### config.mk
export PLATFORM = sky130hd
export DESIGN_NAME = fsc_front
export DESIGN_NICKNAME = d
export VERILOG_FILES = /design/src/rtl/fsc_pkg.sv /design/src/rtl/fsc_front.sv
export SDC_FILE = /design/constraint.sdc
export NUM_CORES = 1
export LEC_CHECK = 0
export BUFFER_PORTS_ARGS = -buffer_cell sky130_fd_sc_hd__buf_2
export CAP_MARGIN = 10
export CORE_MARGIN = 3
export CORE_UTILIZATION = 51
export CTS_CLUSTER_SIZE = 20
export DETAILED_ROUTE_END_ITERATION = 10
export PLACE_DENSITY = 0.85
export SYNTH_ARGS = -nofsm -noshare
export SYNTH_HDL_FRONTEND = slang
export SYNTH_SLANG_ARGS = --single-unit
### constraint.sdc
create_clock -name clk -period 6.45 [get_ports clk]
set_clock_uncertainty 0.1 [all_clocks]
set_input_delay 0.3225 -clock clk [delete_from_list [all_inputs] [get_ports clk]]
set_output_delay 0.3225 -clock clk [all_outputs]
set_load 0.05 [all_outputs]
### src/rtl/fsc_pkg.sv
// ----------------------------------------------------------------------------
// fsc_pkg
// Shared types, constants and helpers of the focuser serial command engine.
// ----------------------------------------------------------------------------
package fsc_pkg;

  localparam int CMD_LEN            = 8;
  localparam int POS_W              = 20;
  localparam int ARG_W              = 17;
  localparam int TEMP_W             = 12;
  localparam logic [19:0] MAX_TRAVEL_DEFAULT = 20'd65535;
  localparam logic [19:0] NUM_SAT   = 20'd999999;

  localparam logic [7:0] CH_F = 8'h46;
  localparam logic [7:0] CH_D = 8'h44;
  localparam logic [7:0] CH_L = 8'h4C;
  localparam logic [7:0] CH_T = 8'h54;
  localparam logic [7:0] CH_0 = 8'h30;
  localparam logic [7:0] CH_1 = 8'h31;
  localparam logic [7:0] CH_2 = 8'h32;
  localparam logic [7:0] CH_9 = 8'h39;

  localparam logic [7:0] CMD_GOTO  = 8'h47;
  localparam logic [7:0] CMD_SET   = 8'h53;
  localparam logic [7:0] CMD_IN    = 8'h49;
  localparam logic [7:0] CMD_OUT   = 8'h4F;
  localparam logic [7:0] CMD_MAXT  = 8'h4C;
  localparam logic [7:0] CMD_POWER = 8'h50;
  localparam logic [7:0] CMD_BACK  = 8'h42;
  localparam logic [7:0] CMD_CONF  = 8'h43;
  localparam logic [7:0] CMD_TEMP  = 8'h54;
  localparam logic [7:0] CMD_VER   = 8'h56;

  localparam logic [63:0] REPLY_VER  = "FV000300";
  localparam logic [63:0] REPLY_BACK = "FB200000";
  localparam logic [63:0] REPLY_CONF = "FC000DEF";
  localparam logic [63:0] REPLY_PWR  = "FP000000";

  localparam logic [19:0] RECIP10 = 20'd838861;
  localparam logic [15:0] RECIP5  = 16'd52429;
  localparam logic [15:0] RECIP10S = 16'd6554;
  localparam logic [17:0] RECIP70 = 18'd239675;
  localparam logic [12:0] KELVIN_OFS = 13'd2738;

  typedef struct packed {
    logic               evt;
    logic [63:0]        chars;
    logic [POS_W-1:0]   pos;
    logic signed [TEMP_W-1:0] temp;
  } job_t;

  typedef struct packed {
    logic [7:0]       resp_byte;
    logic             byte_valid;
    logic             last;
    logic             move_start;
    logic [POS_W-1:0] move_target;
    logic             set_position;
    logic [ARG_W-1:0] new_position;
    logic             abort_move;
    logic             save_max_travel;
  } res_t;

  typedef enum logic [2:0] {
    B_IDLE, B_ARG, B_EXEC, B_TEMP0, B_TEMP1, B_TEMP2, B_CONV, B_EMIT
  } bstate_t;

  function automatic logic [7:0] upcase(input logic [7:0] b);
    upcase = (b >= 8'h61 && b <= 8'h7A) ? b - 8'd32 : b;
  endfunction

  function automatic logic [19:0] sat_num(input logic [19:0] v);
    sat_num = (v > NUM_SAT) ? NUM_SAT : v;
  endfunction

endpackage

### src/rtl/fsc_front.sv
// ----------------------------------------------------------------------------
// fsc_front
// Accepts input words, assembles command frames and queues jobs.
// ----------------------------------------------------------------------------
module fsc_front (
  input  logic                       clk,
  input  logic                       rst_n,
  input  logic                       in_valid,
  output logic                       in_ready,
  input  logic                       in_func,
  input  logic [7:0]                 in_byte,
  input  logic [fsc_pkg::POS_W-1:0]  in_pos,
  input  logic signed [fsc_pkg::TEMP_W-1:0] in_temp,
  input  logic                       q_full,
  output logic                       push,
  output fsc_pkg::job_t              job
);

  logic        active_r, active_nxt;
  logic [3:0]  cnt_r, cnt_nxt;
  logic [63:0] chars_r;
  logic        wr_en;
  logic [2:0]  wr_idx;
  logic        acc;

  always_comb begin
    in_ready   = !q_full;
    acc        = in_valid && in_ready;
    push       = 1'b0;
    active_nxt = active_r;
    cnt_nxt    = cnt_r;
    wr_en      = 1'b0;
    wr_idx     = cnt_r[2:0];
    job.evt    = in_func;
    job.chars  = chars_r;
    job.pos    = in_pos;
    job.temp   = in_temp;
    if (acc) begin
      if (in_func) begin
        push = 1'b1;
      end else if (!active_r) begin
        if (fsc_pkg::upcase(in_byte) == fsc_pkg::CH_F) begin
          active_nxt = 1'b1;
          cnt_nxt    = 4'd1;
          wr_en      = 1'b1;
          wr_idx     = 3'd0;
        end
      end else if (cnt_r == 4'(fsc_pkg::CMD_LEN)) begin
        push       = 1'b1;
        active_nxt = 1'b0;
        cnt_nxt    = 4'd0;
      end else begin
        wr_en   = 1'b1;
        cnt_nxt = cnt_r + 4'd1;
      end
    end
  end

  always_ff @(posedge clk) begin
    if (!rst_n) begin
      active_r <= 1'b0;
      cnt_r    <= 4'd0;
    end else begin
      active_r <= active_nxt;
      cnt_r    <= cnt_nxt;
    end
  end

  always_ff @(posedge clk) begin
    if (wr_en) chars_r[8*wr_idx +: 8] <= fsc_pkg::upcase(in_byte);
  end

endmodule

# Yosys cells after proc, flatten, opt, wreduce, memory -nomap -nowiden
# Index checks and enable logic that the tools add are counted.
# Widths: inputs -> output; s select.
dict set report classes {
  n_addsub 3
  magnitude_cmp 2
  eq_ne 2
  shifts 2
  n_mux 18
  bitwise_logic 1
  n_reduce_logical 6
}
# operator count
set ops {}
lappend ops {{$bwmux 64} 1}
lappend ops {{$shift 8x34->64 const A} 1}
lappend ops {{$shiftx 8x34->64} 1}
lappend ops {{$neg 6->34} 1}
lappend ops {{$mux 3} 4}
lappend ops {{$mux 4} 3}
lappend ops {{$mux 1} 9}
lappend ops {{$eq 8x7->1 const B} 1}
lappend ops {{$ge 8x7->1 const B} 1}
lappend ops {{$le 8x7->1 const B} 1}
lappend ops {{$mux 8} 1}
lappend ops {{$sub 8x6->8 const B} 1}
lappend ops {{$add 4x1->4 const B} 1}
lappend ops {{$eq 4x4->1 const B} 1}
lappend ops {{$reduce_and 3->1} 1}
lappend ops {{$logic_and 1x1->1} 2}
lappend ops {{$reduce_and 2->1} 1}
lappend ops {{$reduce_bool 2->1} 1}
lappend ops {{$logic_not 1->1} 1}
lappend ops {{$not 1->1} 1}
dict set report totals {
  register_bits 69
  input_bits 45
  output_inout_bits 99
  wordCells 37
}

# Logic depth before layout (Yosys ltp)
# Gate-level depths: netlist of run 1.
dict set report logic_depth {
  word_depth 11
  ltp_mapped 14
  depth_no_buf 12
}

# Worst setup path before layout of run 1
# OpenSTA, ideal clock, no wires.
dict set report synth_timing {
  kind {input-to-reg}
  startpoint {input in_byte[0]}
  endpoint {register chars_r[48] (enable)}
  setup_ns 0.398
  arrival_time_ns 3.612
  t_required_ns 5.952
  path_slack_ns 2.340
  path_stages 11
  n_path_buf 3
  path_cell_list {or3_4 > or4_4 > buf_6 > or2_0 > buf_2 > nand2_1 > ha_1 > ha_1 > buf_1 > nor4_1 > nor4b_1}
}
dict set report synth_via {
  elab_chain_cells 8
  elab_cells_between_ends 10
  cone_classes {add/sub: 1; order compare: 2; eq/ne: 1; mux: 5; reduce/logical: 1}
}
# item line_no
set synth_rtl {}
lappend synth_rtl {{start: declaration} fsc_front.sv:11} ;# input logic [7:0] in_byte,
lappend synth_rtl {{$ge 8x7->1 or $le 8x7->1 (tied branches)} fsc_pkg.sv:69} ;# upcase = (b >= 8'h61 && b <= 8'h7A) ? b - 8'd32 : b;
lappend synth_rtl {{$logic_and 1x1->1} fsc_pkg.sv:69}
lappend synth_rtl {{$mux 8 *} fsc_pkg.sv:69}
lappend synth_rtl {{$eq 8x7->1 *} fsc_front.sv:42} ;# if (fsc_pkg::upcase(in_byte) == fsc_pkg::CH_F) begin
lappend synth_rtl {{$mux 1 *} fsc_front.sv:42}
lappend synth_rtl {{$mux 1 *} fsc_front.sv:41} ;# end else if (!active_r) begin
lappend synth_rtl {{$mux 1 *} fsc_front.sv:39} ;# if (in_func) begin
lappend synth_rtl {{$mux 1 *} fsc_front.sv:38} ;# if (acc) begin
lappend synth_rtl {{end signal: indexed assignment} fsc_front.sv:70} ;# if (wr_en) chars_r[8*wr_idx +: 8] <= fsc_pkg::upcase(in_byte);
lappend synth_rtl {{end: declaration} fsc_front.sv:21} ;# logic [63:0] chars_r;
# Mark *: on every way between the ends. The rest lies on a longest branch, timed or not.
# A chain may end at the register's enable or synchronous reset.

# Worst setup path in the final report of run 1
dict set report layout_timing {
  startpoint {input in_byte[0]}
  endpoint {register chars_r[4] (enable)}
}
# The elaborated chain is that of the path after synthesis.

==> results.yml, run 1 <==
outcome:
  outcome: "completed"
drt:
  drt_iter0_drc: 250
  viasPerCell: 5.80
  first_pass_iters: 5
  wl_per_cell_um: 19.1
  drt.antenna.violating_nets: 0
  finalWirelength_um: 7810
  drc: 0
  vias: 2368
logic_synthesis:
  avgSynthCellArea_um2: 11.9
  synth.area.top_cells: "edfxtp_1 (58%), buf_4 (7.7%), nor2_1 (3.3%)"
  synth_top_area_cell: "edfxtp_1"
  synth_top_family_by_area: "simple AND/OR/NAND/NOR gates"
  synth_most_common_cell: "edfxtp_1"
  syn_nets: 331
  netlist.area_leader.share: 0.581
  ys.flop_type: "edfxtp_1"
  synth_cell_types: 49
  synth_edf_count: 64
  synth_cells: 278
  synth.area.mux_share: 0
  synth-async-reset-ratio: 0
  ys_warn_count: 0
  ys_seq_area_frac: 0.611
  yosys-top-cells-count: "edfxtp_1 (64), buf_4 (34), nor2_1 (29), nor3_1 (19), nand2_1 (16)"
  ys_seq_elements: 69
  synth_compound_area_frac: 0.0499
  yosys.area_share.simple: 0.206
  synth_adder_area_share: 0.0302
  synthXorXnorAreaFrac: 0
  netlist_area_mm2: 0.00331
worst_setup_path:
  crit_family: "simple AND/OR/NAND/NOR gates"
  path_buf_inv: 2
  critPathMaxFanout: 14
  end_kind: "flip-flop"
  crit_chain: "buf_2, or3_4, or4_4, o21ai_1, inv_1, ha_1, nor2_1, nand4_1, o21ai_2, and3_1"
  cp.arrival_ns: 3.91
  slowest_delay_ns: 0.68
  critPathSlowestCell: "o21ai_1"
  crit_required_ns: 6.36
  startpoint_type: "primary input"
  path_class: "primary input to flip-flop"
clock_tree:
  cts_setup_buffers: 0
  root_buffer: "clkbuf_8"
  post_cts_resized: 0
  cts_tree: "yes"
  clock-sinks: 69
  cts-hold-fix-buffers: 0
  clk_pin_slew_ns: 0.07
  cts_buffers: 9
  cts_max_path_buffers: 2
  clk_latency_ns: 0.34
  cts_max_level: 3
timing:
  final.min_clock_period_ns: 4.01
  period_share: 0.622
  setup_tns_ns: 0
  fmax_ghz: 0.249
  worstMarginPinSlew_ns: 1.22
  finalHoldViolations: 0
  setup_viol: 0
  slew_violations: 0
  grt_setup_unrepaired: "false"
  whs_ns: 0.183
  slew-limit-headroom: 0.183
power:
  p_leak_nw: 1.61
  ir_drop_mv: 0.142
  p_per_area_mw_per_mm2: 237
global_route:
  first_global_vias: 2285
  grt_max_degree: 20
  antenna_found_initial: 0
  grt_usage: 0.217
  grt-ovfl-total: 0
  grt_pass1_wl_um: 12000
finish:
  drive_gt1_frac: 0.318
  postLayoutCellArea_mm2: 0.00373
  area_growth_pct: 12.9
  fin_cells: 408
  post-route-util: 0.613
  nNetsFinal: 381
  antenna_cells: 0
worst_hold_path:
  hold_class: "primary input to flip-flop"
place:
  dp_cells: 392
  portBuffers: 79
  gp_congestion: 0.913
  dpl.hpwl_um: 5860
  placed_area_mm2: 0.00352
floorplan:
  die_w_um: 86.6
  start_util: 0.543
  die_h_um: 86.6
  pin_count: 144
  die_area_mm2: 0.00749
  rows: 28
  core_mm2: 0.00610
run:
  cap_violations: 0
-- state kept, by name, indices dropped and copies added (netlist names) --
name,count
active_r,1
cnt_r,4
chars_r,64
-- where the power goes --
part	switching [mW]	internal, mW	total [mW]
Sequential	0.0000393	0.482	0.482
Clock	0.159	0.215	0.375
Combinational	0.0200	0.00942	0.0294
Total	0.179	0.707	0.886
-- final cells by class --
| cell class | instances | area (um^2) |
|---|---|---|
| multi-input cells | 155 | 947 |
| clock inverters | 7 | 88.8 |
| fillers | 472 | 2360 |
| clock buffers | 9 | 124 |
| inverters | 11 | 41.3 |
| repair buffers | 82 | 418 |
| well taps | 75 | 93.8 |
| flip-flops and latches | 69 | 2020 |
-- through the flow --
| stage | total power [mW] | worst slack, ns |
|---|---|---|
| floorplan | 0.561 | 2.34 |
| global placement | 0.520 | 2.31 |
| detailed placement | 0.521 | 2.14 |
| CTS | 0.887 | 2.47 |
| global route | 0.913 | 2.11 |
| finish | 0.886 | 2.44 |
-- layer usage --
layer  vias up  track usage  wire length [um]
li1       1075            -                 -
met1      1118        0.249              2700
met2       130        0.364              3940
met3        45       0.0437               737
met4         0        0.150               428
met5         -            0                 0
-- final timing paths --
path | start | slack [ns] | to | depth (start not counted)
worst min register to register | cnt_r[3] | 0.36 | cnt_r[3] | 1
worst min-delay path | rst_n | 0.18 | cnt_r[0] | 2
worst max-delay path | in_byte[0] | 2.44 | chars_r[4] | 10
worst max register to register | active_r | 2.58 | chars_r[4] | 8
-- cells by family (layout without fill, tap and decap cells) --
| family | after synthesis | after routing |
|---|---|---|
| compound gates | 23 | 23 |
| buf+inv | 54 | 109 |
| flops | 69 | 69 |
| fa+ha+maj | 8 | 8 |
| simple gates | 124 | 124 |
-- cell usage in the layout (no fill, tap or decap), drive strengths merged, types with 2 or more instances in the layout --
| cell | instances |
|---|---|
| a21oi | 2 |
| and2 | 10 |
| and3 | 8 |
| buf | 82 |
| bufinv | 2 |
| clkbuf | 9 |
| clkinv | 3 |
| dfxtp | 5 |
| edfxtp | 64 |
| ha | 8 |
| inv | 12 |
| nand2 | 16 |
| nand3 | 4 |
| nand3b | 3 |
| nor2 | 30 |
| nor2b | 4 |
| nor3 | 19 |
| nor3b | 6 |
| nor4 | 10 |
| nor4b | 2 |
| o21ai | 9 |
| or2 | 2 |
| or3 | 2 |
No activity file was read; power rests on OpenSTA's default activity.
==> run 2: changes to the inputs <==
--- a/config.mk
+++ b/config.mk
@@ -8,10 +8,10 @@
 export BUFFER_PORTS_ARGS = -buffer_cell sky130_fd_sc_hd__buf_2
 export CAP_MARGIN = 10
 export CORE_MARGIN = 3
-export CORE_UTILIZATION = 51
+export CORE_UTILIZATION = 48
 export CTS_CLUSTER_SIZE = 20
 export DETAILED_ROUTE_END_ITERATION = 10
-export PLACE_DENSITY = 0.85
+export PLACE_DENSITY = 0.81
 export SYNTH_ARGS = -nofsm -noshare
 export SYNTH_HDL_FRONTEND = slang
 export SYNTH_SLANG_ARGS = --single-unit
==> constraint.sdc (replaced) <==
create_clock -name clk -period 3.95 [get_ports clk]
set_clock_uncertainty 0.1 [all_clocks]
set_input_delay 0.1975 -clock clk [delete_from_list [all_inputs] [get_ports clk]]
set_output_delay 0.1975 -clock clk [all_outputs]
set_load 0.05 [all_outputs]
==> results.yml, run 2 (synthesis results as in run 1) <==
global_route:
  antenna_found_initial: 0
  grt_max_degree: 19
  grt_usage: 0.196
  grt-ovfl-total: 0
  grt_pass1_wl_um: 11600
  first_global_vias: 2219
finish:
  fillCellCount: 538
  nNetsFinal: 388
  regArea_mm2: 0.00202
  antenna_cells: 0
  area_growth_pct: 14.3
  largest_reg_flops: 64
  layout_commonest_cell: "buf_2"
  post-route-util: 0.579
  multi_input_area_um2: 953
  final_cell_mix: "buf_2 (79), edfxtp_1 (64), nor2_1 (29), nor3_1 (19), nand2_1 (16)"
  reg_top3: "chars_r (64), cnt_r (4), active_r (1)"
  top_register: "chars_r"
  drive_gt1_frac: 0.341
power:
  p_sw_mw: 0.300
  clock_power_share: 0.401
  p_leak_nw: 1.64
  power_frac_seq: 0.563
  switching_share: 0.215
  p_per_area_mw_per_mm2: 369
  ir_drop_mv: 0.159
  pwr-share-comb: 0.035
  p_int_mw: 1.10
worst_setup_path:
  cp.arrival_ns: 3.38
  end_kind: "flip-flop"
  crit_start: "in_byte[0]"
  timing.rr.end: "chars_r[55]"
  path_class: "primary input to flip-flop"
  startpoint_type: "primary input"
  crit_required_ns: 3.91
  worstReg2RegStart: "active_r"
  reg2reg_slack_ns: 0.55
  rr_worst_depth: 8
  crit_end: "chars_r[55]"
  critPathMaxFanout: 8
clock_tree:
  post_cts_resized: 0
  clk_latency_ns: 0.34
  cts_setup_buffers: 0
  clock-sinks: 69
  clk_pin_slew_ns: 0.07
  root_buffer: "clkbuf_8"
  cts_buffers: 9
  cts_max_path_buffers: 2
  cts-hold-fix-buffers: 0
  cts_max_level: 3
  cts_tree: "yes"
floorplan:
  start_util: 0.507
  rows: 29
  die_h_um: 89.0
  pin_count: 144
  die_w_um: 89.0
  core_mm2: 0.00653
  die_area_mm2: 0.00793
drt:
  first_pass_iters: 4
  drt.antenna.violating_nets: 0
  drt_iter0_drc: 224
  finalWirelength_um: 7630
  viasPerCell: 5.56
  vias: 2317
  drc: 0
  wl_per_cell_um: 18.3
place:
  gp_congestion: 0.907
  portBuffers: 79
  dpl.hpwl_um: 5620
  place_ws_ns: 0.215
run:
  cap_violations: 0
timing:
  whs_ns: 0.0713
  finalHoldViolations: 0
  setup_viol: 0
  fmax_ghz: 0.293
  final.min_clock_period_ns: 3.42
  grt_setup_unrepaired: "false"
  period_share: 0.865
  worstMarginPinSlew_ns: 1.03
  slew_violations: 0
  setup_tns_ns: 0
  setup_slack_ns: 0.532
  slew-limit-headroom: 0.305
worst_hold_path:
  hold_class: "primary input to flip-flop"
outcome:
  outcome: "completed"
## run 2: cell types whose count changed in the layout (fill, tap and decap cells not counted), sizes merged
cell    previous run  this run
buf               82        89
bufinv             2         1
clkinv             3         4
## run 2: worst max-delay path, stage by stage
cell and delay, ns:
buf_2 0.14, or3_4 0.41, or4_4 0.59, or2_0 0.35, nand2_1 0.16, ha_1 0.17, ha_1 0.27, nor4_1 0.56
nor4b_2 0.31, buf_4 0.21
## run 2: worst min path at each step
stage	cells after the start	slack (ns)	startpoint	to
after global placement	0	0.30	in_temp[5]	job[5]
after global routing	2	0.08	rst_n	cnt_r[0]
final	2	0.07	rst_n	cnt_r[0]
after floorplan	2	0.24	rst_n	cnt_r[3]
after detailed placement	0	0.30	in_temp[5]	job[5]
after CTS	2	0.06	rst_n	cnt_r[0]
## run 2: per-stage QoR
| step | std cells | instance area (um^2) | total power [mW] |
|---|---|---|---|
| after floorplan | 278 | 3320 | 0.916 |
| after global placement | 401 | 3580 | 0.850 |
| after detailed placement | 401 | 3580 | 0.851 |
| after CTS | 417 | 3780 | 1.40 |
| after global routing | 417 | 3780 | 1.44 |
| final | 417 | 3780 | 1.40 |
## run 2: area by class of cell
| cell class | count | area share |
|---|---|---|
| flip-flops and latches | 69 | 0.535 |
| well taps | 77 | 0.0255 |
| inverters | 11 | 0.0109 |
| multi-input cells | 155 | 0.252 |
| clock buffers | 9 | 0.0328 |
| clock inverters | 7 | 0.0195 |
| repair buffers | 89 | 0.124 |
## run 2: routing by layer
| layer | GRT usage | share of wire |
|---|---|---|
| met2 | 0.333 | 0.51 |
| met4 | 0.115 | 0.030 |
| met3 | 0.0507 | 0.079 |
| met1 | 0.224 | 0.38 |
| met5 | 0 | 0 |
## run 2: power groups by stage
stage	Combinational (mW)	Clock, mW	Sequential (mW)
floorplan	0.113	0	0.803
global placement	0.0468	0	0.803
detailed placement	0.0478	0	0.803
CTS	0.0493	0.568	0.787
global route	0.0536	0.596	0.786
finish	0.0493	0.560	0.787
