===== config.mk =====
export PLATFORM = sky130hd
export DESIGN_NAME = fsc_queue
export DESIGN_NICKNAME = d
export VERILOG_FILES = /design/src/rtl/fsc_pkg.sv /design/src/rtl/fsc_queue.sv
export SDC_FILE = /design/constraint.sdc
export NUM_CORES = 1
export LEC_CHECK = 0
export BUFFER_PORTS_ARGS = -buffer_cell sky130_fd_sc_hd__buf_4
export CORE_MARGIN = 2
export CORE_UTILIZATION = 50
export DETAILED_ROUTE_END_ITERATION = 10
export GPL_TIMING_DRIVEN = 0
export PLACE_DENSITY = 0.79
export SLEW_MARGIN = 30
export SYNTH_ARGS = -nofsm -noshare
export SYNTH_HDL_FRONTEND = slang
export SYNTH_SLANG_ARGS = --single-unit

===== constraint.sdc =====
create_clock -name clk -period 5.7 [get_ports clk]
set_input_delay 0.285 -clock clk [delete_from_list [all_inputs] [get_ports clk]]
set_output_delay 0.285 -clock clk [all_outputs]
set_load 0.05 [all_outputs]

===== src/rtl/fsc_pkg.sv =====
// ----------------------------------------------------------------------------
// fsc_pkg
// Shared types, constants and helpers of the focuser serial command engine.
// ----------------------------------------------------------------------------
package fsc_pkg;

  localparam int CMD_LEN            = 8;
  localparam int POS_W              = 20;
  localparam int ARG_W              = 17;
  localparam int TEMP_W             = 12;
  localparam logic [19:0] MAX_TRAVEL_DEFAULT = 20'd65535;
  localparam logic [19:0] NUM_SAT   = 20'd999999;

  localparam logic [7:0] CH_F = 8'h46;
  localparam logic [7:0] CH_D = 8'h44;
  localparam logic [7:0] CH_L = 8'h4C;
  localparam logic [7:0] CH_T = 8'h54;
  localparam logic [7:0] CH_0 = 8'h30;
  localparam logic [7:0] CH_1 = 8'h31;
  localparam logic [7:0] CH_2 = 8'h32;
  localparam logic [7:0] CH_9 = 8'h39;

  localparam logic [7:0] CMD_GOTO  = 8'h47;
  localparam logic [7:0] CMD_SET   = 8'h53;
  localparam logic [7:0] CMD_IN    = 8'h49;
  localparam logic [7:0] CMD_OUT   = 8'h4F;
  localparam logic [7:0] CMD_MAXT  = 8'h4C;
  localparam logic [7:0] CMD_POWER = 8'h50;
  localparam logic [7:0] CMD_BACK  = 8'h42;
  localparam logic [7:0] CMD_CONF  = 8'h43;
  localparam logic [7:0] CMD_TEMP  = 8'h54;
  localparam logic [7:0] CMD_VER   = 8'h56;

  localparam logic [63:0] REPLY_VER  = "FV000300";
  localparam logic [63:0] REPLY_BACK = "FB200000";
  localparam logic [63:0] REPLY_CONF = "FC000DEF";
  localparam logic [63:0] REPLY_PWR  = "FP000000";

  localparam logic [19:0] RECIP10 = 20'd838861;
  localparam logic [15:0] RECIP5  = 16'd52429;
  localparam logic [15:0] RECIP10S = 16'd6554;
  localparam logic [17:0] RECIP70 = 18'd239675;
  localparam logic [12:0] KELVIN_OFS = 13'd2738;

  typedef struct packed {
    logic               evt;
    logic [63:0]        chars;
    logic [POS_W-1:0]   pos;
    logic signed [TEMP_W-1:0] temp;
  } job_t;

  typedef struct packed {
    logic [7:0]       resp_byte;
    logic             byte_valid;
    logic             last;
    logic             move_start;
    logic [POS_W-1:0] move_target;
    logic             set_position;
    logic [ARG_W-1:0] new_position;
    logic             abort_move;
    logic             save_max_travel;
  } res_t;

  typedef enum logic [2:0] {
    B_IDLE, B_ARG, B_EXEC, B_TEMP0, B_TEMP1, B_TEMP2, B_CONV, B_EMIT
  } bstate_t;

  function automatic logic [7:0] upcase(input logic [7:0] b);
    upcase = (b >= 8'h61 && b <= 8'h7A) ? b - 8'd32 : b;
  endfunction

  function automatic logic [19:0] sat_num(input logic [19:0] v);
    sat_num = (v > NUM_SAT) ? NUM_SAT : v;
  endfunction

endpackage


===== src/rtl/fsc_queue.sv =====
// ----------------------------------------------------------------------------
// fsc_queue
// Two-entry job queue between front and back.
// ----------------------------------------------------------------------------
module fsc_queue (
  input  logic          clk,
  input  logic          rst_n,
  input  logic          push,
  input  fsc_pkg::job_t wr_job,
  input  logic          pop,
  output fsc_pkg::job_t rd_job,
  output logic          full,
  output logic          empty
);

  fsc_pkg::job_t mem_r [2];
  logic          wp_r, rp_r;
  logic [1:0]    cnt_r;
  logic          do_push, do_pop;

  assign full    = (cnt_r == 2'd2);
  assign empty   = (cnt_r == 2'd0);
  assign do_push = push && !full;
  assign do_pop  = pop && !empty;
  assign rd_job  = mem_r[rp_r];

  always_ff @(posedge clk) begin
    if (!rst_n) begin
      wp_r  <= 1'b0;
      rp_r  <= 1'b0;
      cnt_r <= 2'd0;
    end else begin
      if (do_push) wp_r <= !wp_r;
      if (do_pop)  rp_r <= !rp_r;
      cnt_r <= cnt_r + {1'b0, do_push} - {1'b0, do_pop};
    end
  end

  always_ff @(posedge clk) begin
    if (do_push) mem_r[wp_r] <= wr_job;
  end

endmodule


Yosys cells after proc, flatten, opt, wreduce, memory -nomap -nowiden. Memory sizes are Yosys's and may differ from the RTL's. A register that Yosys moved wholly into a read port is not among the register bits. Index checks and enable logic that the tools add are counted. W data, S select, Z words.

Bits in registers: 4. Bits in latches: 0. Memory bits (writable): 194. ROM bits: 0. Bits of input ports: 101. Output and inout bits: 99. Word-level logic and storage cells: 18. Memories: 1.

Add/sub/neg operators: 2. Multiply operators: 0. Div/mod/pow operators: 0. $lt $le $gt $ge: 0. Eq/ne operators: 1. Shift operators: 0. Muxes and demuxes: 4. Bitwise logic cells: 0. Reduce and logical (&&, ||, !) cells: 7.

Memories: mem_r (words 2, width 97, rd ports 1, clocked after memory_dff 1, wr ports 1, RTL line fsc_queue.sv:16) `fsc_pkg::job_t mem_r [2];`.

Operators by type and width (number): $logic_not A1 Y1 (4); $mux W1 (4); $add A2 B1 Y2 (1); $eq A2 B2 Y1 const B (1); $logic_and A1 B1 Y1 (2); $logic_not A2 Y1 (1); $sub A2 B1 Y2 (1).

Depth between registers and ports, before layout. Gate-level depths: netlist of the first run.

Depth after elaboration: 5. Mapped depth: 8. Mapped depth without buffers: 8.

Least setup slack after synthesis of the first run. No wires, ideal clock.

Path kind: flip-flop to flip-flop. Start point: register cnt_r[0]. End point: memory mem_r[0][0] (netlist bit), enable pin. Setup time: 553 ps. Arrival time: 4629 ps. Required time: 5147 ps. Slack: 518 ps. Cell stages (with the launch flop): 4. Path buffers: 0. Period minus slack after synthesis: 5182 ps. Cells stage by stage: dfxtp_1 nand2b_1 nand2_1 nor2_1.

Longest elaborated chain between the ends: 5.

RTL lines: start, declared (RTL line fsc_queue.sv:18) `logic [1:0] cnt_r;`; start signal, assigned (RTL line fsc_queue.sv:35) `cnt_r <= cnt_r + {1'b0, do_push} - {1'b0, do_pop};`; $eq A2 B2 Y1 (RTL line fsc_queue.sv:21) `assign full = (cnt_r == 2'd2);`; $logic_not A1 Y1 (RTL line fsc_queue.sv:23) `assign do_push = push && !full;`; $logic_and A1 B1 Y1 (RTL line fsc_queue.sv:23); $mux W1 (RTL line fsc_queue.sv:40) `if (do_push) mem_r[wp_r] <= wr_job;`; $mux W1 (implied by the code) (RTL line fsc_queue.sv:40); end, declared (RTL line fsc_queue.sv:16).

Every way passes these cells.

==> run summary, run 1 <==
status: finished, final reports clean
Worst-Margin Slew: 445 ps
count leader, synth: edfxtp_1
Port Buffers: 199
fin crit share: 36.0%
CTS Hold Bufs: 0
initial antenna violation count: 0
slowest CP cell: dfxtp_1
Worst Hold Class: in -> reg
first-pass GRT wire length: 20,300 um
post-synth top area cell: edfxtp_1
fin util: 68.3%
#FFs+latches synth: 199
residual DRC count: 0
critical path class: reg -> out
CP top delay family: buffers and inverters
Leakage Power: 3.77 nW
Cell variety after synth: 18
worst stage delay on the critical path: 320 ps
Gate Count Post-Synth: 329
crit path launch type: flop
CTS sink cnt: 199
yosys warns: 0
routed len/inst: 17.4 um
Max Cap Viol: 0
Antenna Cells: 0
CTS clk-pin slew, worst paths: 70 ps
Final #Nets: 657
synthesized area per cell: 22.3 sq um
gr usage total: 17.2%
Core ar.: 14,400 sq um
htree depth: 4
most frequent CP cell: buf_6
critical-path maximum fanout: 10
Max-slew headroom: 70.3%
GP Congestion: 0.701
Tmin final: 2050 ps
drt total wl: 13,100 um
pwr dens: 536 nW/um^2
I/O Pins: 200
commonest cells in the netlist: 194 x edfxtp_1, 67 x mux2_2, 30 x mux2_4, 6 x buf_2
drt first pass iters: 4
Post-CTS Setup Inserts: 0
Mapped Area: 7350 sq um
Synth async-reset ratio: 0%
DR iter-0 viols: 141
Final Hold Vio Count: 0
Skew-Pair Late Insertion Delay: 420 ps
Longest Clk Path Bufs: 2
final setup fails: 0
Synth top area share: 79.3%
clock root buffer master: clkbuf_16
gr ovfl total: 0
crit-path cells: buf_6 -> buf_6 -> buf_6 -> mux2_4 -> buf_4
CTS tree: done
Die H: 125 um
Worst Path Required: 5410 ps
WHS: 42.3 ps
EDFF count, synth: 194
antenna-violating nets left: 0
Pwr Total: 0.00529 W
Initial Utilization: 51.0%
Synth area leaders: edfxtp_1 79%, mux2_2 10%, mux2_4 6.1%
layout cells sized above 1: 60.5%
post-synth net total: 432
Slew Limit Fails: 0
num rows: 44
P&R area growth vs syn: 34.1%
Die X: 125 um
Final Non-Filler Cells: 751
pin count of the biggest net entering global routing: 44
Num CTS Buffers: 17
final clock skew: 8.68 ps
placed insts: 719
total number of vias: 3,760
die area: 15,700 sq um
sequential share of the synthesized area: 80.6%
crit end category: primary output
vias in the first global route: 4,026
Buf/Inv on CP: 4
max frequency: 487 MHz
HPWL after DPL: 9190 um
post_cts resized: 0
WP data arrival: 1770 ps
maximum vdd drop: 303 uV
vias per cell: 5.01
RSZ-0062 raised after global routing: no
top_reg_cell synth: edfxtp_1
[worst register-to-register path, stage by stage, from the launching register on]
cell and delay [ps]:
dfxtp_1 380, nand2b_1 180, nand2_1 160, nor2_4 390
buf_16 220, buf_16 170, buf_16 180
[flip-flops by register name, indices dropped and copies added, names as in the netlist, named ones only]
| signal | count |
|---|---|
| cnt_r | 2 |
| mem_r | 194 |
| rp_r | 1 |
| wp_r | 1 |
[per-layer routing]
metal / routed length [um] / track usage [%]
met4: 302 / 7.78
met5: 0 / 0
met1: 4930 / 19.2
met2: 6860 / 29.3
met3: 950 / 6.63
[per-stage QoR]
step                      setup WS (ps)  cell area [sq um]  setup TNS, ps
after CTS                          3590               9850              0
final                              3650               9850              0
after floorplan                     518               7350              0
after detailed placement           3690               9270              0
after global placement            -1550               9070        -149340
after global routing               3530               9850              0
[final timing paths]
path / from / endpoint / slack (ps) / depth (start not counted)
worst max-delay path: flop / rd_job[78] / 3650 / 5
worst min-delay path: wr_job[60] / mem_r[1][60] / 40 / 1
worst max register to register: cnt_r[0] / mem_r[0][2] / 3710 / 6
worst min register to register: rp_r / rp_r / 520 / 2
[cells by family (layout without fill, tap and decap cells)]
group                      Yosys count  after routing  share of synthesized area [%]
AOI/OAI and AO/OA                    1              1                          0.102
xor gates and xnor gates             2              2                          0.238
adders and majority gates            2              2                          0.340
buffers and inverters               14            252                           1.33
DFF                                199            199                           80.6
muxes                               98             98                           16.5
and+or+nand+nor                     13             13                          0.851
[where the power goes]
group	total (W)	leakage (nW)	switching, W	internal, W
clock network	0.00116	0.274	0.000477	0.000682
registers	0.00194	1.85	0.0000574	0.00188
logic	0.00219	1.64	0.00140	0.000786
total	0.00529	3.77	0.00194	0.00335
[cell usage in the layout, fill, tap and decap left out, drive strengths merged]
master    netlist  layout
clkinv          0       1
clkbuf          0      25
nand2b          2       2
clkinvlp        0       3
mux2           97      97
dfxtp           5       5
and2            2       2
buf            11     217
xor2            1       1
bufinv          0       2
ha              2       2
and3            1       1
xnor2           1       1
nand2           2       2
edfxtp        194     194
mux2i           1       1
nor3            1       1
nor2            5       5
inv             3       4
o21a            1       1
[final cells by class]
cell class / count / area [sq um]
flip-flops and latches: 199 / 5930
fillers: 948 / 4570
repair buffers: 206 / 1680
multi-input cells: 116 / 1340
clock buffers: 25 / 485
well taps: 184 / 230
clock inverters: 7 / 96.3
plain buffers: 11 / 86.3
inverters: 3 / 11.3
Note: power is estimated with default switching activity, not from simulation.
==> run 2: changes to the inputs <==
--- a/config.mk
+++ b/config.mk
@@ -7,10 +7,10 @@
 export LEC_CHECK = 0
 export BUFFER_PORTS_ARGS = -buffer_cell sky130_fd_sc_hd__buf_4
 export CORE_MARGIN = 2
-export CORE_UTILIZATION = 50
+export CORE_UTILIZATION = 47
 export DETAILED_ROUTE_END_ITERATION = 10
 export GPL_TIMING_DRIVEN = 0
-export PLACE_DENSITY = 0.79
+export PLACE_DENSITY = 0.78
 export SLEW_MARGIN = 30
 export SYNTH_ARGS = -nofsm -noshare
 export SYNTH_HDL_FRONTEND = slang
==> constraint.sdc (replaced) <==
create_clock -name clk -period 1.7 [get_ports clk]
set_input_delay 0.085 -clock clk [delete_from_list [all_inputs] [get_ports clk]]
set_output_delay 0.085 -clock clk [all_outputs]
set_load 0.05 [all_outputs]
==> run 2 against run 1 <==
The flow now finishes with violations (negative setup slack). Utilization is 7.8 points higher. Flip-flop and latch count is the same. Non-clock buffer count up 113. Hold slack worse by 8.8 ps. Critical endpoint is now rd_job[73]. Highest routed layer unchanged.
==> run summary, run 2 (same netlist as run 1, synthesis figures left out) <==
status: finished with violations (was finished, final reports clean)
failing checks: negative setup slack
CTS clk-pin slew, worst paths: 70 ps (about the same)
Sw Ratio: 36.1% (was 36.6%)
Die H: 129 um (was 125 um)
commonest non-fill, non-tap cell in the layout: edfxtp_1 (was buf_4)
first-pass GRT wire length: 24,500 um (was 20,300 um)
drt total wl: 17,400 um (was 13,100 um)
CTS tree: done (unchanged)
max frequency: 558 MHz
crit end category: primary output (unchanged)
placed cell area: 9290 sq um (was 9270 sq um)
combinational power share: 45.7% (was 41.4%)
most frequent CP cell: buf_12 (was buf_6)
Worst Path Required: 1620 ps (was 5410 ps)
layout cells sized above 1: 53.7% (was 60.5%)
GP Congestion: 0.695 (was 0.701)
crit path launch type: flop (unchanged)
vias per cell: 4.84 (was 5.01)
pin count of the biggest net entering global routing: 38 (was 44)
Largest register FFs: 194 (unchanged)
pwr dens: 1700 nW/um^2 (was 536 nW/um^2)
Final #Nets: 771 (was 657)
Core ar.: 15,300 sq um (was 14,400 sq um)
fin util: 76.1% (was 68.3%)
Reg with most FFs: mem_r (unchanged)
CTS sink cnt: 199 (unchanged)
vias in the first global route: 4,709 (was 4,026)
slowest CP cell: dfxtp_4 (was dfxtp_1)
initial antenna violation count: 0 (unchanged)
antenna-violating nets left: 0 (unchanged)
maximum vdd drop: 1240 uV (was 303 uV)
DR iter-0 viols: 272 (was 141)
Slew Limit Fails: 0 (unchanged)
htree depth: 4 (unchanged)
I/O Pins: 200 (unchanged)
Final Hold Vio Count: 0 (unchanged)
WP data arrival: 1710 ps (was 1770 ps)
RSZ-0062 raised after global routing: yes (was no)
Worst-Margin Slew: 390 ps (was 445 ps)
Longest Clk Path Bufs: 2 (unchanged)
final setup fails: 49 (was 0)
residual DRC count: 0 (unchanged)
num rows: 45 (was 44)
Tmin final: 1790 ps
post-route cell area: 11,600 sq um (was 9850 sq um)
Die X: 129 um (was 125 um)
gr ovfl total: 0 (unchanged)
total number of vias: 4,314 (was 3,760)
Max Cap Viol: 0 (unchanged)
Worst Hold Class: in -> reg (unchanged)
routed len/inst: 19.6 um (was 17.4 um)
drt first pass iters: 4 (unchanged)
Pint: 0.0126 W (was 0.00335 W)
die area: 16,700 sq um (was 15,700 sq um)
crit-path cells: buf_12 -> buf_12 -> buf_16 -> mux2_4 -> buf_6 (was buf_6 -> buf_6 -> buf_6 -> mux2_4 -> buf_4)
worst stage delay on the critical path: 420 ps (was 320 ps)
Skew-Pair Late Insertion Delay: 420 ps (about the same)
Initial Utilization: 48.2% (was 51.0%)
critical-path maximum fanout: 7 (was 10)
most frequent cells in the layout: 194 x edfxtp_1, 134 x buf_4, 98 x dlygate4sd3_1 (was 199 x buf_4, 194 x edfxtp_1, 67 x mux2_2)
clock root buffer master: clkbuf_16 (unchanged)
Sw Pwr: 0.00713 W (was 0.00194 W)
FILL cells: 819 (was 948)
Regs by FF count: mem_r (194), cnt_r (2) (unchanged)
gr usage total: 19.9% (was 17.2%)
critical path class: reg -> out (unchanged)
HPWL after DPL: 9300 um (was 9190 um)
Leakage Power: 4.50 nW (was 3.77 nW)
final setup margin: -92.0 ps (was 3650 ps)
P&R area growth vs syn: 57.9% (was 34.1%)
Port Buffers: 199 (unchanged)
Clock power frac: 21.1% (was 21.9%)
Num CTS Buffers: 17 (unchanged)
Sequential Power Share: 33.3% (was 36.7%)
fin crit share: 105%
Antenna Cells: 0 (unchanged)
Max-slew headroom: 74.0% (was 70.3%)
final clock skew: 6.46 ps (was 8.68 ps)
[run 2: worst paths after layout]
kind,start,end,slack [ps],depth (start not counted)
min,push,wp_r,30,3
min reg2reg,rp_r,rp_r,530,2
max,flop,rd_job[73],-90,5
max reg2reg,cnt_r[0],cnt_r[1],80,8
[run 2: area by class of cell]
class / count / area (sq um) / area share (%)
Sequential cell: 199 / 5930 / 51.1
Multi-Input combinational cell: 117 / 1430 / 12.3
Clock inverter: 14 / 183 / 1.57
Buffer: 9 / 148 / 1.27
Timing Repair Buffer: 321 / 3220 / 27.7
Inverter: 3 / 11.3 / 0.0970
Tap cell: 211 / 264 / 2.27
Clock buffer: 18 / 429 / 3.70
[run 2: what timing repair did]
action,CTS,global route
pin swaps,1,2
endpoints found under the setup margin,181,125
hold buffers,98,0
resized for setup,71,75
cloned,3,2
setup buffers,10,5
endpoints found under the hold margin,199,0
[run 2: routing by layer]
layer	up-vias	routed length, um	GRT usage, %
li1	1978	-	-
met1	2133	6390	22.1
met2	174	9640	36.8
met3	29	1050	5.66
met4	0	357	6.91
met5	-	0	0
[run 2: through the flow]
stage	cells	worst slack (ps)	total power, W	hold slack [ps]	TNS (ps)
CTS	887	-120	0.0192	3.71	-6560
finish	892	-92.0	0.0198	33.4	-1860
floorplan	329	-684	0.0118	184	-109920
global route	892	-156	0.0204	35.8	-7220
detailed placement	745	-225	0.0140	273	-6800
global placement	739	-1420	0.0137	270	-238660
[run 2: critical path: cells and delay by family (launching register included)]
| family | cells | cell delay (ps) |
|---|---|---|
| buf+inv | 4 | 550 |
| flops | 1 | 420 |
| mux | 1 | 310 |
[run 2: power groups by stage]
stage | logic [W] | clock network, W | registers, W
2_1_floorplan | 0.00521 | 0 | 0.00659
3_3_place_gp | 0.00707 | 0 | 0.00663
5_1_grt | 0.00936 | 0.00441 | 0.00665
6_report | 0.00902 | 0.00416 | 0.00658
4_1_cts | 0.00842 | 0.00420 | 0.00656
3_5_place_dp | 0.00738 | 0 | 0.00662
==> run 3: changes to the inputs <==
--- a/config.mk
+++ b/config.mk
@@ -11,6 +11,7 @@
 export DETAILED_ROUTE_END_ITERATION = 10
 export GPL_TIMING_DRIVEN = 0
 export PLACE_DENSITY = 0.78
+export SETUP_SLACK_MARGIN = 0.2
 export SLEW_MARGIN = 30
 export SYNTH_ARGS = -nofsm -noshare
 export SYNTH_HDL_FRONTEND = slang
==> run 3 against run 2 <==
The run still ends with negative setup slack left. Register-to-register slack gained 20 ps. Cell count is 1.7% higher. Total power increased by 3.4%. Critical endpoint is now rd_job[20].
==> run summary, run 3 (same netlist as run 1, synthesis figures left out) <==
Tmin final: 1840 ps (was 1790 ps)
combinational power share: 47.7% (was 45.7%)
Leakage Power: 4.67 nW (was 4.50 nW)
Worst Path Required: 1620 ps (about the same)
final setup fails: 97 (was 49)
P&R area growth vs syn: 63.3% (was 57.9%)
commonest non-fill, non-tap cell in the layout: edfxtp_1 (unchanged)
Num CTS Buffers: 17 (unchanged)
GP Congestion: 0.694 (was 0.695)
Die H: 129 um (unchanged)
Final #Nets: 785 (was 771)
routed len/inst: 20.2 um (was 19.6 um)
DR iter-0 viols: 228 (was 272)
CTS clk-pin slew, worst paths: 70 ps (about the same)
Reg with most FFs: mem_r (unchanged)
htree depth: 4 (unchanged)
Max-slew headroom: 80.3% (was 74.0%)
drt first pass iters: 4 (unchanged)
die area: 16,700 sq um (unchanged)
Pwr Total: 0.0204 W (was 0.0198 W)
final clock skew: 10.5 ps (was 6.46 ps)
CTS tree: done (unchanged)
crit end category: primary output (unchanged)
max frequency: 543 MHz (was 558 MHz)
initial antenna violation count: 1 (was 0)
post-route cell area: 12,000 sq um (was 11,600 sq um)
first-pass GRT wire length: 25,800 um (was 24,500 um)
Longest Clk Path Bufs: 2 (unchanged)
WHS: 110 ps (was 33.4 ps)
pin count of the biggest net entering global routing: 41 (was 38)
Final Hold Vio Count: 0 (unchanged)
vias in the first global route: 4,923 (was 4,709)
Skew-Pair Late Insertion Delay: 430 ps (was 420 ps)
Sw Ratio: 36.1% (about the same)
CTS sink cnt: 199 (unchanged)
Core ar.: 15,300 sq um (unchanged)
gr usage total: 21.4% (was 19.9%)
crit path launch type: flop (unchanged)
Die X: 129 um (unchanged)
HPWL after DPL: 9200 um (was 9300 um)
drt total wl: 18,300 um (was 17,400 um)
residual DRC count: 0 (unchanged)
placed cell area: 9290 sq um (unchanged)
antenna-violating nets left: 0 (unchanged)
most frequent cells in the layout: 194 x edfxtp_1, 128 x buf_4, 98 x dlygate4sd3_1 (was 194 x edfxtp_1, 134 x buf_4, 98 x dlygate4sd3_1)
status: finished with violations (unchanged)
fin crit share: 108% (was 105%)
total number of vias: 4,445 (was 4,314)
Worst-Margin Slew: 294 ps (was 390 ps)
Sw Pwr: 0.00738 W (was 0.00713 W)
WP data arrival: 1760 ps (was 1710 ps)
failing checks: negative setup slack (unchanged)
layout cells sized above 1: 56.0% (was 53.7%)
Max Cap Viol: 0 (unchanged)
Port Buffers: 199 (unchanged)
Pint: 0.0131 W (was 0.0126 W)
critical-path maximum fanout: 7 (unchanged)
maximum vdd drop: 1160 uV (was 1240 uV)
Largest register FFs: 194 (unchanged)
Slew Limit Fails: 0 (unchanged)
pwr dens: 1700 nW/um^2 (about the same)
num rows: 45 (unchanged)
Regs by FF count: mem_r (194), cnt_r (2) (unchanged)
Place WS: -204 ps (was -225 ps)
I/O Pins: 200 (unchanged)
gr ovfl total: 0 (unchanged)
Worst Hold Class: in -> reg (unchanged)
Initial Utilization: 48.2% (unchanged)
RSZ-0062 raised after global routing: yes (unchanged)
clock root buffer master: clkbuf_16 (unchanged)
Sequential Power Share: 32.1% (was 33.3%)
Setup TNS Final: -6740 ps (was -1860 ps)
vias per cell: 4.90 (was 4.84)
final setup margin: -141 ps (was -92.0 ps)
Clock power frac: 20.2% (was 21.1%)
critical path class: reg -> out (unchanged)
## run 3: cell types whose count changed in the layout (fill, tap and decap cells not counted), sizes merged, moves of 5 or more
cell / before / now
clkinv: 8 / 2
inv: 3 / 8
buf: 231 / 240
clkbuf: 19 / 25
## run 3: routing by layer
metal  track usage (%)  part of all wire (%)  vias to the layer above  routed length, um
met2              39.6                    56                      180              10200
met3              6.03                   6.2                       27               1130
li1                  -                     -                     2007                  -
met5                 0                     0                        -                  0
met4              9.34                   1.8                        0                334
met1              22.7                    36                     2231               6650
## run 3: worst paths after layout
| path | from | end | slack [ps] | depth (start not counted) |
|---|---|---|---|---|
| setup / recovery | flop | rd_job[20] | -140 | 6 |
| hold / removal | push | wp_r | 110 | 4 |
| setup reg to reg | cnt_r[0] | mem_r[0][87] | 100 | 6 |
| hold reg to reg | rp_r | flop | 560 | 2 |
## run 3: final cells by class
cell class	count	area, sq um
sequential	199	5930
multi-input combinational	117	1500
tap	211	264
buffer	11	185
timing repair buffer	333	3510
antenna	1	2.50
clock inverter	13	166
inverter	3	11.3
clock buffer	19	443
fill	749	3250
## run 3: stage by stage
step	util, %	std cells
floorplan	-	329
global placement	59.9	739
detailed placement	60.9	745
CTS	76.4	896
global route	78.7	907
finish	78.7	907
## run 3: what timing repair did
action                     4_1_cts  5_1_grt
hold buffers                    98        0
hold endpoints to repair       199        0
setup buffers                   16        4
cloned                           5        6
gates resized for setup        135       46
setup endpoints to repair      265      100
pin swaps                        7        4
## run 3: worst max-delay path: stages, from the launching register on
cell and delay, ps:
dfxtp_2 330, buf_12 140, buf_6 120, buf_12 120, buf_16 130, mux2_4 330, buf_8 160
## run 3: power by group through the flow
stage / clock [W] / sequential (W) / combinational [W]
floorplan: 0 / 0.00659 / 0.00521
global placement: 0 / 0.00663 / 0.00707
detailed placement: 0 / 0.00662 / 0.00738
CTS: 0.00420 / 0.00653 / 0.00911
global route: 0.00439 / 0.00663 / 0.0101
finish: 0.00414 / 0.00656 / 0.00974
